===== src/rtl/frt_pkg.sv =====
// Shared types and constants for the fragment reassembly tracker
package frt_pkg;

    // fragment header action codes
    localparam logic [1:0] ACT_BEGIN = 2'd0;
    localparam logic [1:0] ACT_TAKE  = 2'd1;
    localparam logic [1:0] ACT_DROP  = 2'd2;

    // one fragment header request
    typedef struct packed {
        logic [1:0]  action;
        logic [31:0] seq_index;
        logic [31:0] group_id;
        logic [63:0] key_id;
        logic [15:0] key_len;
        logic [31:0] msg_len;
        logic [31:0] lifetime;
        logic [15:0] frag_len;
    } frt_req_t;

    // one result
    typedef struct packed {
        logic        accepted;
        logic [31:0] write_offset;
        logic [31:0] reserved_total;
        logic        complete;
        logic [31:0] lifetime_out;
    } frt_rsp_t;

    // reassembly record
    typedef struct packed {
        logic        active;
        logic [31:0] stored_group;
        logic [63:0] stored_key;
        logic [31:0] expected_index;
        logic [31:0] stored_msg_len;
        logic [31:0] gathered_bytes;
        logic [15:0] stored_key_len;
        logic [31:0] stored_lifetime;
    } frt_record_t;

    // handshake status between the stages
    typedef struct packed {
        logic valid;
        logic advance;
    } frt_stage_ctl_t;

endpackage


===== src/rtl/frt_ifs.sv =====
// Request and result channel interfaces of the fragment reassembly tracker

interface frt_req_if;
    logic        valid;
    logic        ready;
    logic [1:0]  action;
    logic [31:0] seq_index;
    logic [31:0] group_id;
    logic [63:0] key_id;
    logic [15:0] key_len;
    logic [31:0] msg_len;
    logic [31:0] lifetime;
    logic [15:0] frag_len;

    modport source (
        output valid, action, seq_index, group_id, key_id, key_len, msg_len,
               lifetime, frag_len,
        input  ready
    );
    modport sink (
        input  valid, action, seq_index, group_id, key_id, key_len, msg_len,
               lifetime, frag_len,
        output ready
    );
endinterface

interface frt_rsp_if;
    logic        valid;
    logic        ready;
    logic        accepted;
    logic [31:0] write_offset;
    logic [31:0] reserved_total;
    logic        complete;
    logic [31:0] lifetime_out;

    modport source (
        output valid, accepted, write_offset, reserved_total, complete, lifetime_out,
        input  ready
    );
    modport sink (
        input  valid, accepted, write_offset, reserved_total, complete, lifetime_out,
        output ready
    );
endinterface


===== src/rtl/fragment_reassembly_tracker.sv =====
// Top level of the fragment reassembly tracker
//
// Follows the reassembly of one keyed message that arrives as numbered
// fragments. Each header request (begin, take or drop) yields exactly one
// result: whether the fragment was accepted, the buffer offset for its payload,
// the buffer size to reserve on a begin, the completion flag and the stored
// lifetime. A request passes an input register, is checked against the record
// combinationally, and lands in a result register, so one request is taken every
// cycle while results are read. Its result is offered once the request has moved
// from the input register on into the result register. The input register still
// takes one request while the result register holds an unread result; the
// request side stalls only once both registers are full and the result is not
// being read.
module fragment_reassembly_tracker (
    input  logic      clk,
    input  logic      rst_n,
    frt_req_if.sink   req,
    frt_rsp_if.source rsp
);

    frt_pkg::frt_stage_ctl_t in_ctl;
    frt_pkg::frt_req_t       in_data;
    frt_pkg::frt_rsp_t       result;
    logic                    advance;

    // header request register
    frt_in_stage u_in_stage (
        .clk     (clk),
        .rst_n   (rst_n),
        .req     (req),
        .advance (advance),
        .ctl     (in_ctl),
        .data    (in_data)
    );

    // record and checks
    frt_check u_check (
        .clk    (clk),
        .rst_n  (rst_n),
        .ctl    (in_ctl),
        .data   (in_data),
        .result (result)
    );

    // result register
    frt_out_stage u_out_stage (
        .clk      (clk),
        .rst_n    (rst_n),
        .in_valid (in_ctl.valid),
        .result   (result),
        .advance  (advance),
        .rsp      (rsp)
    );

endmodule


===== src/rtl/frt_in_stage.sv =====
// Input register stage holding one accepted fragment header request
module frt_in_stage (
    input  logic             clk,
    input  logic             rst_n,
    frt_req_if.sink          req,
    input  logic             advance,
    output frt_pkg::frt_stage_ctl_t ctl,
    output frt_pkg::frt_req_t data
);

    logic              valid_reg;
    logic              valid_next;
    frt_pkg::frt_req_t data_reg;
    logic              load;

    // take a request when empty or when the held one moves on
    assign req.ready = !valid_reg || advance;
    assign load      = req.valid && req.ready;

    // occupancy
    always_comb
    begin
        if (load)
        begin
            valid_next = 1'b1;
        end
        else if (advance)
        begin
            valid_next = 1'b0;
        end
        else
        begin
            valid_next = valid_reg;
        end
    end

    always_ff @(posedge clk or negedge rst_n)
    begin
        if (!rst_n)
        begin
            valid_reg <= 1'b0;
        end
        else
        begin
            valid_reg <= valid_next;
        end
    end

    // payload capture
    always_ff @(posedge clk)
    begin
        if (load)
        begin
            data_reg.action    <= req.action;
            data_reg.seq_index <= req.seq_index;
            data_reg.group_id  <= req.group_id;
            data_reg.key_id    <= req.key_id;
            data_reg.key_len   <= req.key_len;
            data_reg.msg_len   <= req.msg_len;
            data_reg.lifetime  <= req.lifetime;
            data_reg.frag_len  <= req.frag_len;
        end
    end

    assign ctl.valid   = valid_reg;
    assign ctl.advance = advance;
    assign data        = data_reg;

endmodule


===== src/rtl/frt_check.sv =====
// Reassembly record and the per-fragment acceptance checks
module frt_check (
    input  logic              clk,
    input  logic              rst_n,
    input  frt_pkg::frt_stage_ctl_t ctl,
    input  frt_pkg::frt_req_t data,
    output frt_pkg::frt_rsp_t result
);

    frt_pkg::frt_record_t rec_reg;
    frt_pkg::frt_record_t rec_next;
    logic                 fire;
    logic [32:0]          total;
    logic [15:0]          trail_len;
    logic                 begin_ok;
    logic [31:0]          space_left;
    logic                 take_ok;

    assign fire = ctl.valid && ctl.advance;

    // begin checks: first index, key fits, body fits, total fits 32 bits
    assign total     = {17'd0, data.key_len} + {1'b0, data.msg_len};
    assign trail_len = data.frag_len - data.key_len;
    assign begin_ok  = (data.seq_index == 32'd0) && (data.key_len != 16'd0) &&
                       (data.frag_len >= data.key_len) &&
                       ({16'd0, trail_len} <= data.msg_len) && !total[32];

    // take checks against the stored record
    assign space_left = rec_reg.stored_msg_len - rec_reg.gathered_bytes;
    assign take_ok    = rec_reg.active && (data.group_id == rec_reg.stored_group) &&
                        (data.key_id == rec_reg.stored_key) &&
                        (data.seq_index == rec_reg.expected_index) &&
                        (data.msg_len == rec_reg.stored_msg_len) &&
                        (data.frag_len != 16'd0) &&
                        ({16'd0, data.frag_len} <= space_left);

    // next record and result
    always_comb
    begin
        rec_next              = rec_reg;
        result.accepted       = 1'b0;
        result.write_offset   = 32'd0;
        result.reserved_total = 32'd0;
        case (data.action)
            frt_pkg::ACT_BEGIN:
            begin
                if (begin_ok)
                begin
                    rec_next.active          = 1'b1;
                    rec_next.stored_group    = data.group_id;
                    rec_next.stored_key      = data.key_id;
                    rec_next.expected_index  = 32'd1;
                    rec_next.stored_msg_len  = data.msg_len;
                    rec_next.gathered_bytes  = {16'd0, trail_len};
                    rec_next.stored_key_len  = data.key_len;
                    rec_next.stored_lifetime = data.lifetime;
                    result.accepted          = 1'b1;
                    result.reserved_total    = total[31:0];
                end
            end
            frt_pkg::ACT_TAKE:
            begin
                if (take_ok)
                begin
                    result.write_offset     = {16'd0, rec_reg.stored_key_len} +
                                              rec_reg.gathered_bytes;
                    rec_next.gathered_bytes = rec_reg.gathered_bytes +
                                              {16'd0, data.frag_len};
                    rec_next.expected_index = rec_reg.expected_index + 32'd1;
                    result.accepted         = 1'b1;
                end
            end
            frt_pkg::ACT_DROP:
            begin
                rec_next = '0;
            end
            default:
            begin
                rec_next = rec_reg;
            end
        endcase
        result.complete     = rec_next.active &&
                              (rec_next.gathered_bytes == rec_next.stored_msg_len);
        result.lifetime_out = rec_next.stored_lifetime;
    end

    // record update once the request moves to the result register
    always_ff @(posedge clk or negedge rst_n)
    begin
        if (!rst_n)
        begin
            rec_reg <= '0;
        end
        else if (fire)
        begin
            rec_reg <= rec_next;
        end
    end

endmodule


===== src/rtl/frt_out_stage.sv =====
// Result register stage driving the result channel
module frt_out_stage (
    input  logic              clk,
    input  logic              rst_n,
    input  logic              in_valid,
    input  frt_pkg::frt_rsp_t result,
    output logic              advance,
    frt_rsp_if.source         rsp
);

    logic              valid_reg;
    logic              valid_next;
    frt_pkg::frt_rsp_t data_reg;
    logic              load;

    // room when empty or when the held result is taken this cycle
    assign advance = !valid_reg || rsp.ready;
    assign load    = in_valid && advance;

    always_comb
    begin
        if (load)
        begin
            valid_next = 1'b1;
        end
        else if (rsp.ready)
        begin
            valid_next = 1'b0;
        end
        else
        begin
            valid_next = valid_reg;
        end
    end

    always_ff @(posedge clk or negedge rst_n)
    begin
        if (!rst_n)
        begin
            valid_reg <= 1'b0;
        end
        else
        begin
            valid_reg <= valid_next;
        end
    end

    // result payload
    always_ff @(posedge clk)
    begin
        if (load)
        begin
            data_reg <= result;
        end
    end

    assign rsp.valid          = valid_reg;
    assign rsp.accepted       = data_reg.accepted;
    assign rsp.write_offset   = data_reg.write_offset;
    assign rsp.reserved_total = data_reg.reserved_total;
    assign rsp.complete       = data_reg.complete;
    assign rsp.lifetime_out   = data_reg.lifetime_out;

endmodule


===== src/flat_wrapper.sv =====
// flat-port wrapper written by rule: the top's interface ports become plain ports
module fragment_reassembly_tracker_flat 
  (clk, rst_n, req_valid, req_action, req_seq_index, req_group_id, req_key_id, req_key_len, req_msg_len, req_lifetime, req_frag_len, req_ready, rsp_valid, rsp_accepted, rsp_write_offset, rsp_reserved_total, rsp_complete, rsp_lifetime_out, rsp_ready);
  frt_req_if req_i ();
  frt_rsp_if rsp_i ();
  input  logic clk;
  input  logic rst_n;
  input wire logic [$bits(req_i.valid)-1:0] req_valid;
  input wire logic [$bits(req_i.action)-1:0] req_action;
  input wire logic [$bits(req_i.seq_index)-1:0] req_seq_index;
  input wire logic [$bits(req_i.group_id)-1:0] req_group_id;
  input wire logic [$bits(req_i.key_id)-1:0] req_key_id;
  input wire logic [$bits(req_i.key_len)-1:0] req_key_len;
  input wire logic [$bits(req_i.msg_len)-1:0] req_msg_len;
  input wire logic [$bits(req_i.lifetime)-1:0] req_lifetime;
  input wire logic [$bits(req_i.frag_len)-1:0] req_frag_len;
  output wire logic [$bits(req_i.ready)-1:0] req_ready;
  output wire logic [$bits(rsp_i.valid)-1:0] rsp_valid;
  output wire logic [$bits(rsp_i.accepted)-1:0] rsp_accepted;
  output wire logic [$bits(rsp_i.write_offset)-1:0] rsp_write_offset;
  output wire logic [$bits(rsp_i.reserved_total)-1:0] rsp_reserved_total;
  output wire logic [$bits(rsp_i.complete)-1:0] rsp_complete;
  output wire logic [$bits(rsp_i.lifetime_out)-1:0] rsp_lifetime_out;
  input wire logic [$bits(rsp_i.ready)-1:0] rsp_ready;
  assign req_i.valid = req_valid;
  assign req_i.action = req_action;
  assign req_i.seq_index = req_seq_index;
  assign req_i.group_id = req_group_id;
  assign req_i.key_id = req_key_id;
  assign req_i.key_len = req_key_len;
  assign req_i.msg_len = req_msg_len;
  assign req_i.lifetime = req_lifetime;
  assign req_i.frag_len = req_frag_len;
  assign req_ready = req_i.ready;
  assign rsp_valid = rsp_i.valid;
  assign rsp_accepted = rsp_i.accepted;
  assign rsp_write_offset = rsp_i.write_offset;
  assign rsp_reserved_total = rsp_i.reserved_total;
  assign rsp_complete = rsp_i.complete;
  assign rsp_lifetime_out = rsp_i.lifetime_out;
  assign rsp_i.ready = rsp_ready;
  fragment_reassembly_tracker u_core (.clk(clk), .rst_n(rst_n), .req(req_i), .rsp(rsp_i));
endmodule

===== config.mk =====
export PLATFORM = sky130hd
export DESIGN_NAME = fragment_reassembly_tracker_flat
export DESIGN_NICKNAME = d
export VERILOG_FILES = /design/src/rtl/frt_pkg.sv /design/src/rtl/frt_ifs.sv /design/src/rtl/fragment_reassembly_tracker.sv /design/src/rtl/frt_in_stage.sv /design/src/rtl/frt_check.sv /design/src/rtl/frt_out_stage.sv /design/src/flat_wrapper.sv
export SDC_FILE = /design/constraint.sdc
export NUM_CORES = 1
export LEC_CHECK = 0
export BUFFER_PORTS_ARGS = -buffer_cell sky130_fd_sc_hd__buf_2
export CAP_MARGIN = 20
export CORE_MARGIN = 2
export CORE_UTILIZATION = 54
export CTS_CLUSTER_SIZE = 12
export DETAILED_ROUTE_END_ITERATION = 10
export GPL_TIMING_DRIVEN = 0
export PLACE_DENSITY = 0.77
export SYNTH_ARGS = -nofsm -noshare
export SYNTH_HDL_FRONTEND = slang
export SYNTH_SLANG_ARGS = --single-unit

===== constraint.sdc =====
create_clock -name clk -period 6.31 [get_ports clk]
set_input_delay 0.631 -clock clk [delete_from_list [all_inputs] [get_ports clk]]
set_output_delay 0.631 -clock clk [all_outputs]
set_load 0.02 [all_outputs]

==> results.md <==
- The number of warnings issued by yosys is 0.
- The wire length per cell is 27.9 µm.
- The wire length reported by the detailed router is 115 mm.
- The placement row count is 87.
- The register with the most flip-flops in the layout has 241 of them.
- The layout net count is 3682.
- The effective utilization at floorplan is 54.4%.
- For this block, the via count after detailed routing is 26397.
- The slew at the pin with the worst max-slew slack is 1.02 ns.
- The number of vias per cell after detailed routing is 6.40.
- The worst register-to-register path ends at u_core.u_out_stage.rsp.complete.
- On the final layout, the worst hold slack is 0.165 ns.
- In the final layout, the multi-input gates occupy 14100 µm².
- Entering global routing, the biggest net connects 105 pins.
- The worst path in the final design needs a cycle of 6.86 ns, including I/O delays and setup.
- The placeable core region is 56300 µm².
- IR analysis of the VDD net gives a maximum drop of 0.323 mV.
- STA puts the critical path data arrival time at 7.31 ns.
- Setup repair after global routing could not meet its margin everywhere.
- The die extent in x is 242 µm.
- Including well taps, the total number of placed cells is 3961.
- The number of fillers in the final layout is 4485.
- The cell taking the most area after synthesis is sky130_fd_sc_hd__edfxtp_1.
- The post-layout instance count excluding filler cells is 4123.
- Clock tree synthesis selected as its root buffer the cell sky130_fd_sc_hd__clkbuf_16.
- The total global routing track utilization is 38.6%.
- The internal portion of the total power is 6.52 mW.
- The number of global-route vias before repair is 26211.
- Buffers placed on the I/O ports in this run total 329.
- The sum of net half-perimeters after detailed placement is 89.0 mm.
- For this design the static power due to leakage is 15.5 nW.
- The number of flops mapped to enable cells by yosys is 324.
- After synthesis, flip-flops and latches occupy 51.6% of the total area.
- Static timing analysis puts the maximum clock frequency at 0.146 GHz.
- After clock tree synthesis, the clock-pin slew on the worst setup and hold paths is 0.07 ns.
- Synthesis produced a netlist with a net count of 3233.
- Averaged over all synthesized cells, the footprint is 10.7 µm².
- The tightest min-delay check is of the primary input to flop type.
- The worst setup path is launched from a flop.
- STA classifies the critical path endpoint as a flop.
- The clock passes through at most 3 buffers.
- Of the total power, combinational logic draws 16.3%.
- The synthesized design contains 567 register bits.
- The data required time of the critical path is 6.75 ns.
- The power density over cell area is 253 nW/µm².
- The critical path launch point is u_core.u_check.rec_reg[58].
- In the synthesized netlist the async set-or-reset flop fraction comes to 42.9%.
- For this design, the sink count on the clock tree is 567.
- The total net switching power is 2.63 mW.
- The post-route clock skew is 0.0433 ns.
- Of all nets on the critical path, the largest fanout is 10.
- CTS built an H-tree with a depth of 2.
- The storage element area is 15800 µm².
- Compared with the post-synthesis result, the final layout area differs by 17.8%.
- In this run switching power makes up 28.8% of total power.
- The worst hold path terminates at u_core.u_in_stage.data[85].
- TritonCTS created 59 clock buffers.
- In this run the tightest slew margin relative to its limit is 32.0%.
- The total overflow left after global routing is 0.
- The setup slack after layout is -0.553 ns.
- The first global-routing pass estimated 168 mm of wire.
- The number of slew-limit violations in the final report is 0.
- The number of antenna violations at the first check in global routing is 3.
- The slack of the worst reg-to-reg path is -0.55 ns.
- By instance count, the leading cell after synthesis is sky130_fd_sc_hd__edfxtp_1.
- The portion of synthesized cell area occupied by the leading cell type is 31.8%.
- At the later pin of the worst-skew pair, clock insertion delay measures 0.64 ns.
- The detail route stage leaves a number of antenna-violating nets equal to 0.
- The sequential share of power is 46.6%.
- After technology mapping, the gate count stands at 2866.
- The first detailed-routing pass ran for 7 iterations.
- The number of endpoints with negative hold slack in the final report came to 0.
- After layout, the worst path uses 109% of the clock period.
- The cell area after synthesis is 30600 µm².
- The most instantiated flip-flop cell in the synthesis netlist is sky130_fd_sc_hd__edfxtp_1.
- Sorting the synthesized cells by how often they occur yields 324 x sky130_fd_sc_hd__edfxtp_1, 243 x sky130_fd_sc_hd__dfrtp_1, 218 x sky130_fd_sc_hd__nand2_1.
- For the worst flop-to-flop path, the logic depth is 25.
- The flow ran to the end, but the final reports show violations.
- The residual DRC count is 0.
- The final reports fail on negative setup slack.
- The CTS tree is built.
- The hold path startpoint is req_key_len[5].
- The hold-critical path depth is 1.
- The die covers 58700 µm².
- For this design the top-level I/O count stands at 330.
- The share of layout cells above drive strength 1 is 18.3%.
- After synthesis, the netlist uses 98 different library cells.
- Across the run, the number of max-cap violations was 0.
- The total setup violations reported at the end of the flow is 1.
- After the first detailed-routing iteration, the DRC count stood at 2800.
- The routability-driven placement congestion ratio is 1.00.
- In this run the critical register-to-register path is launched from u_core.u_check.rec_reg[58].
- The clock share of power is 37.1%.
- The die extent in y is 242 µm.
- Ranked by total cell area, the synthesized netlist is headed by sky130_fd_sc_hd__edfxtp_1 32%, sky130_fd_sc_hd__dfrtp_1 20%, sky130_fd_sc_hd__ha_1 5.4%.
- The worst setup path is of the flop to flop kind.
## cell usage in the layout, fill, tap and decap left out, types with 10 or more instances in the layout
cell type and count:
sky130_fd_sc_hd__a211oi_1 11, sky130_fd_sc_hd__a21o_1 25, sky130_fd_sc_hd__a21oi_1 143, sky130_fd_sc_hd__a22o_1 187
sky130_fd_sc_hd__a31oi_1 16, sky130_fd_sc_hd__and2_1 10, sky130_fd_sc_hd__and3_1 26, sky130_fd_sc_hd__buf_2 344
sky130_fd_sc_hd__buf_4 49, sky130_fd_sc_hd__clkbuf_1 108, sky130_fd_sc_hd__clkbuf_16 59, sky130_fd_sc_hd__clkbuf_2 23
sky130_fd_sc_hd__dfrtp_1 234, sky130_fd_sc_hd__edfxtp_1 324, sky130_fd_sc_hd__ha_1 131, sky130_fd_sc_hd__inv_1 164
sky130_fd_sc_hd__mux2i_1 10, sky130_fd_sc_hd__nand2_1 217, sky130_fd_sc_hd__nand2b_1 26, sky130_fd_sc_hd__nand3_1 97
sky130_fd_sc_hd__nand4_1 66, sky130_fd_sc_hd__nor2_1 181, sky130_fd_sc_hd__nor2b_1 33, sky130_fd_sc_hd__nor3_1 64
sky130_fd_sc_hd__nor4_1 76, sky130_fd_sc_hd__o211ai_1 23, sky130_fd_sc_hd__o21a_1 19, sky130_fd_sc_hd__o21ai_0 97
sky130_fd_sc_hd__o21bai_1 12, sky130_fd_sc_hd__o22ai_1 38, sky130_fd_sc_hd__o31ai_1 10, sky130_fd_sc_hd__or3_1 24
sky130_fd_sc_hd__xnor2_1 107, sky130_fd_sc_hd__xor2_1 122
## power groups by stage
stage               sequential [mW]  clock, mW  combinational [mW]
detailed placement             4.33          0                1.34
finish                         4.26       3.40                1.49
global route                   4.27       3.56                1.59
CTS                            4.25       3.41                1.41
global placement               4.35          0                1.29
floorplan                      4.32          0               0.769
## what timing repair did
action,CTS,global route
resized for setup,62,78
gates cloned,0,1
pin swaps,32,29
buffers inserted,27,21
hold buffers,1,0
setup endpoints to repair,329,278
endpoints found under the hold margin,52,0
## area by class of cell
| cell class | instances | area share (%) |
|---|---|---|
| Clock buffer | 90 | 4.50 |
| Timing Repair Buffer | 389 | 6.16 |
| Multi-Input combinational cell | 2006 | 39.0 |
| Tap cell | 756 | 2.62 |
| Buffer | 123 | 1.46 |
| Antenna cell | 3 | 0.0208 |
| Sequential cell | 567 | 43.8 |
| Clock inverter | 20 | 0.603 |
| Inverter | 169 | 1.77 |
## kinds of logic (layout without fill, tap and decap cells)
| group | count (synthesis) | count (layout) | share of synthesized area [%] |
|---|---|---|---|
| buf+inv | 294 | 791 | 3.69 |
| other cells | 0 | 3 | 0 |
| mux | 16 | 16 | 0.555 |
| compound gates | 730 | 730 | 17.1 |
| simple gates | 887 | 888 | 14.6 |
| fa+ha+maj | 137 | 137 | 5.72 |
| flops | 567 | 567 | 51.6 |
| xor+xnor | 235 | 235 | 6.72 |
## worst max-delay path, stage by stage (launching register included)
cell	delay [ns]
sky130_fd_sc_hd__dfrtp_1	0.53
sky130_fd_sc_hd__inv_1	0.21
sky130_fd_sc_hd__ha_1	0.46
sky130_fd_sc_hd__nand2_1	0.22
sky130_fd_sc_hd__o21ai_1	0.48
sky130_fd_sc_hd__nor2_1	0.15
sky130_fd_sc_hd__xor2_1	0.18
sky130_fd_sc_hd__ha_1	0.33
sky130_fd_sc_hd__nand2_1	0.11
sky130_fd_sc_hd__nor4_4	0.32
sky130_fd_sc_hd__a21boi_2	0.25
sky130_fd_sc_hd__o21bai_1	0.17
sky130_fd_sc_hd__a22oi_2	0.24
sky130_fd_sc_hd__nand4_1	0.22
sky130_fd_sc_hd__nor4_4	0.30
sky130_fd_sc_hd__buf_4	0.17
sky130_fd_sc_hd__nand3_1	0.15
sky130_fd_sc_hd__clkbuf_4	0.25
sky130_fd_sc_hd__a32o_1	0.26
sky130_fd_sc_hd__a21o_1	0.16
sky130_fd_sc_hd__xnor2_1	0.12
sky130_fd_sc_hd__a31o_2	0.27
sky130_fd_sc_hd__nor4b_4	0.33
sky130_fd_sc_hd__o311a_1	0.24
sky130_fd_sc_hd__nand4_1	0.19
sky130_fd_sc_hd__nor4_2	0.34
## how the worst max path moves through the flow
stage | endpoint | slack [ns] | cells after the start
after global placement | u_core.u_out_stage.rsp.complete | -2.21 | 25
after CTS | u_core.u_out_stage.rsp.complete | -0.41 | 30
after floorplan | u_core.u_out_stage.rsp.complete | 0.02 | 31
final | u_core.u_out_stage.rsp.complete | -0.55 | 25
after global routing | u_core.u_out_stage.rsp.complete | -0.63 | 30
after detailed placement | u_core.u_out_stage.rsp.complete | -1.63 | 30
## routing by layer
layer,GRT usage [%],vias up,share of wire (%)
met5,0,-,0.011
met4,20.4,2,6.2
met3,8.41,321,8.8
met2,62.1,1416,46
met1,49.1,13024,38
li1,-,11634,-
## per-stage QoR
stage          power [mW]  area, µm²  setup slack, ns  TNS [ns]  util [%]
6_report             9.15      36100           -0.553    -0.553      64.1
5_1_grt              9.41      36100           -0.627    -0.730      64.1
4_1_cts              9.07      35700           -0.407    -0.407      63.4
3_5_place_dp         5.67      33400            -1.63   -241.97      59.4
3_3_place_gp         5.65      33200            -2.21   -311.26      59.0
2_1_floorplan        5.09      30600           0.0176         0         -
Note: power is estimated with default switching activity, not from simulation.
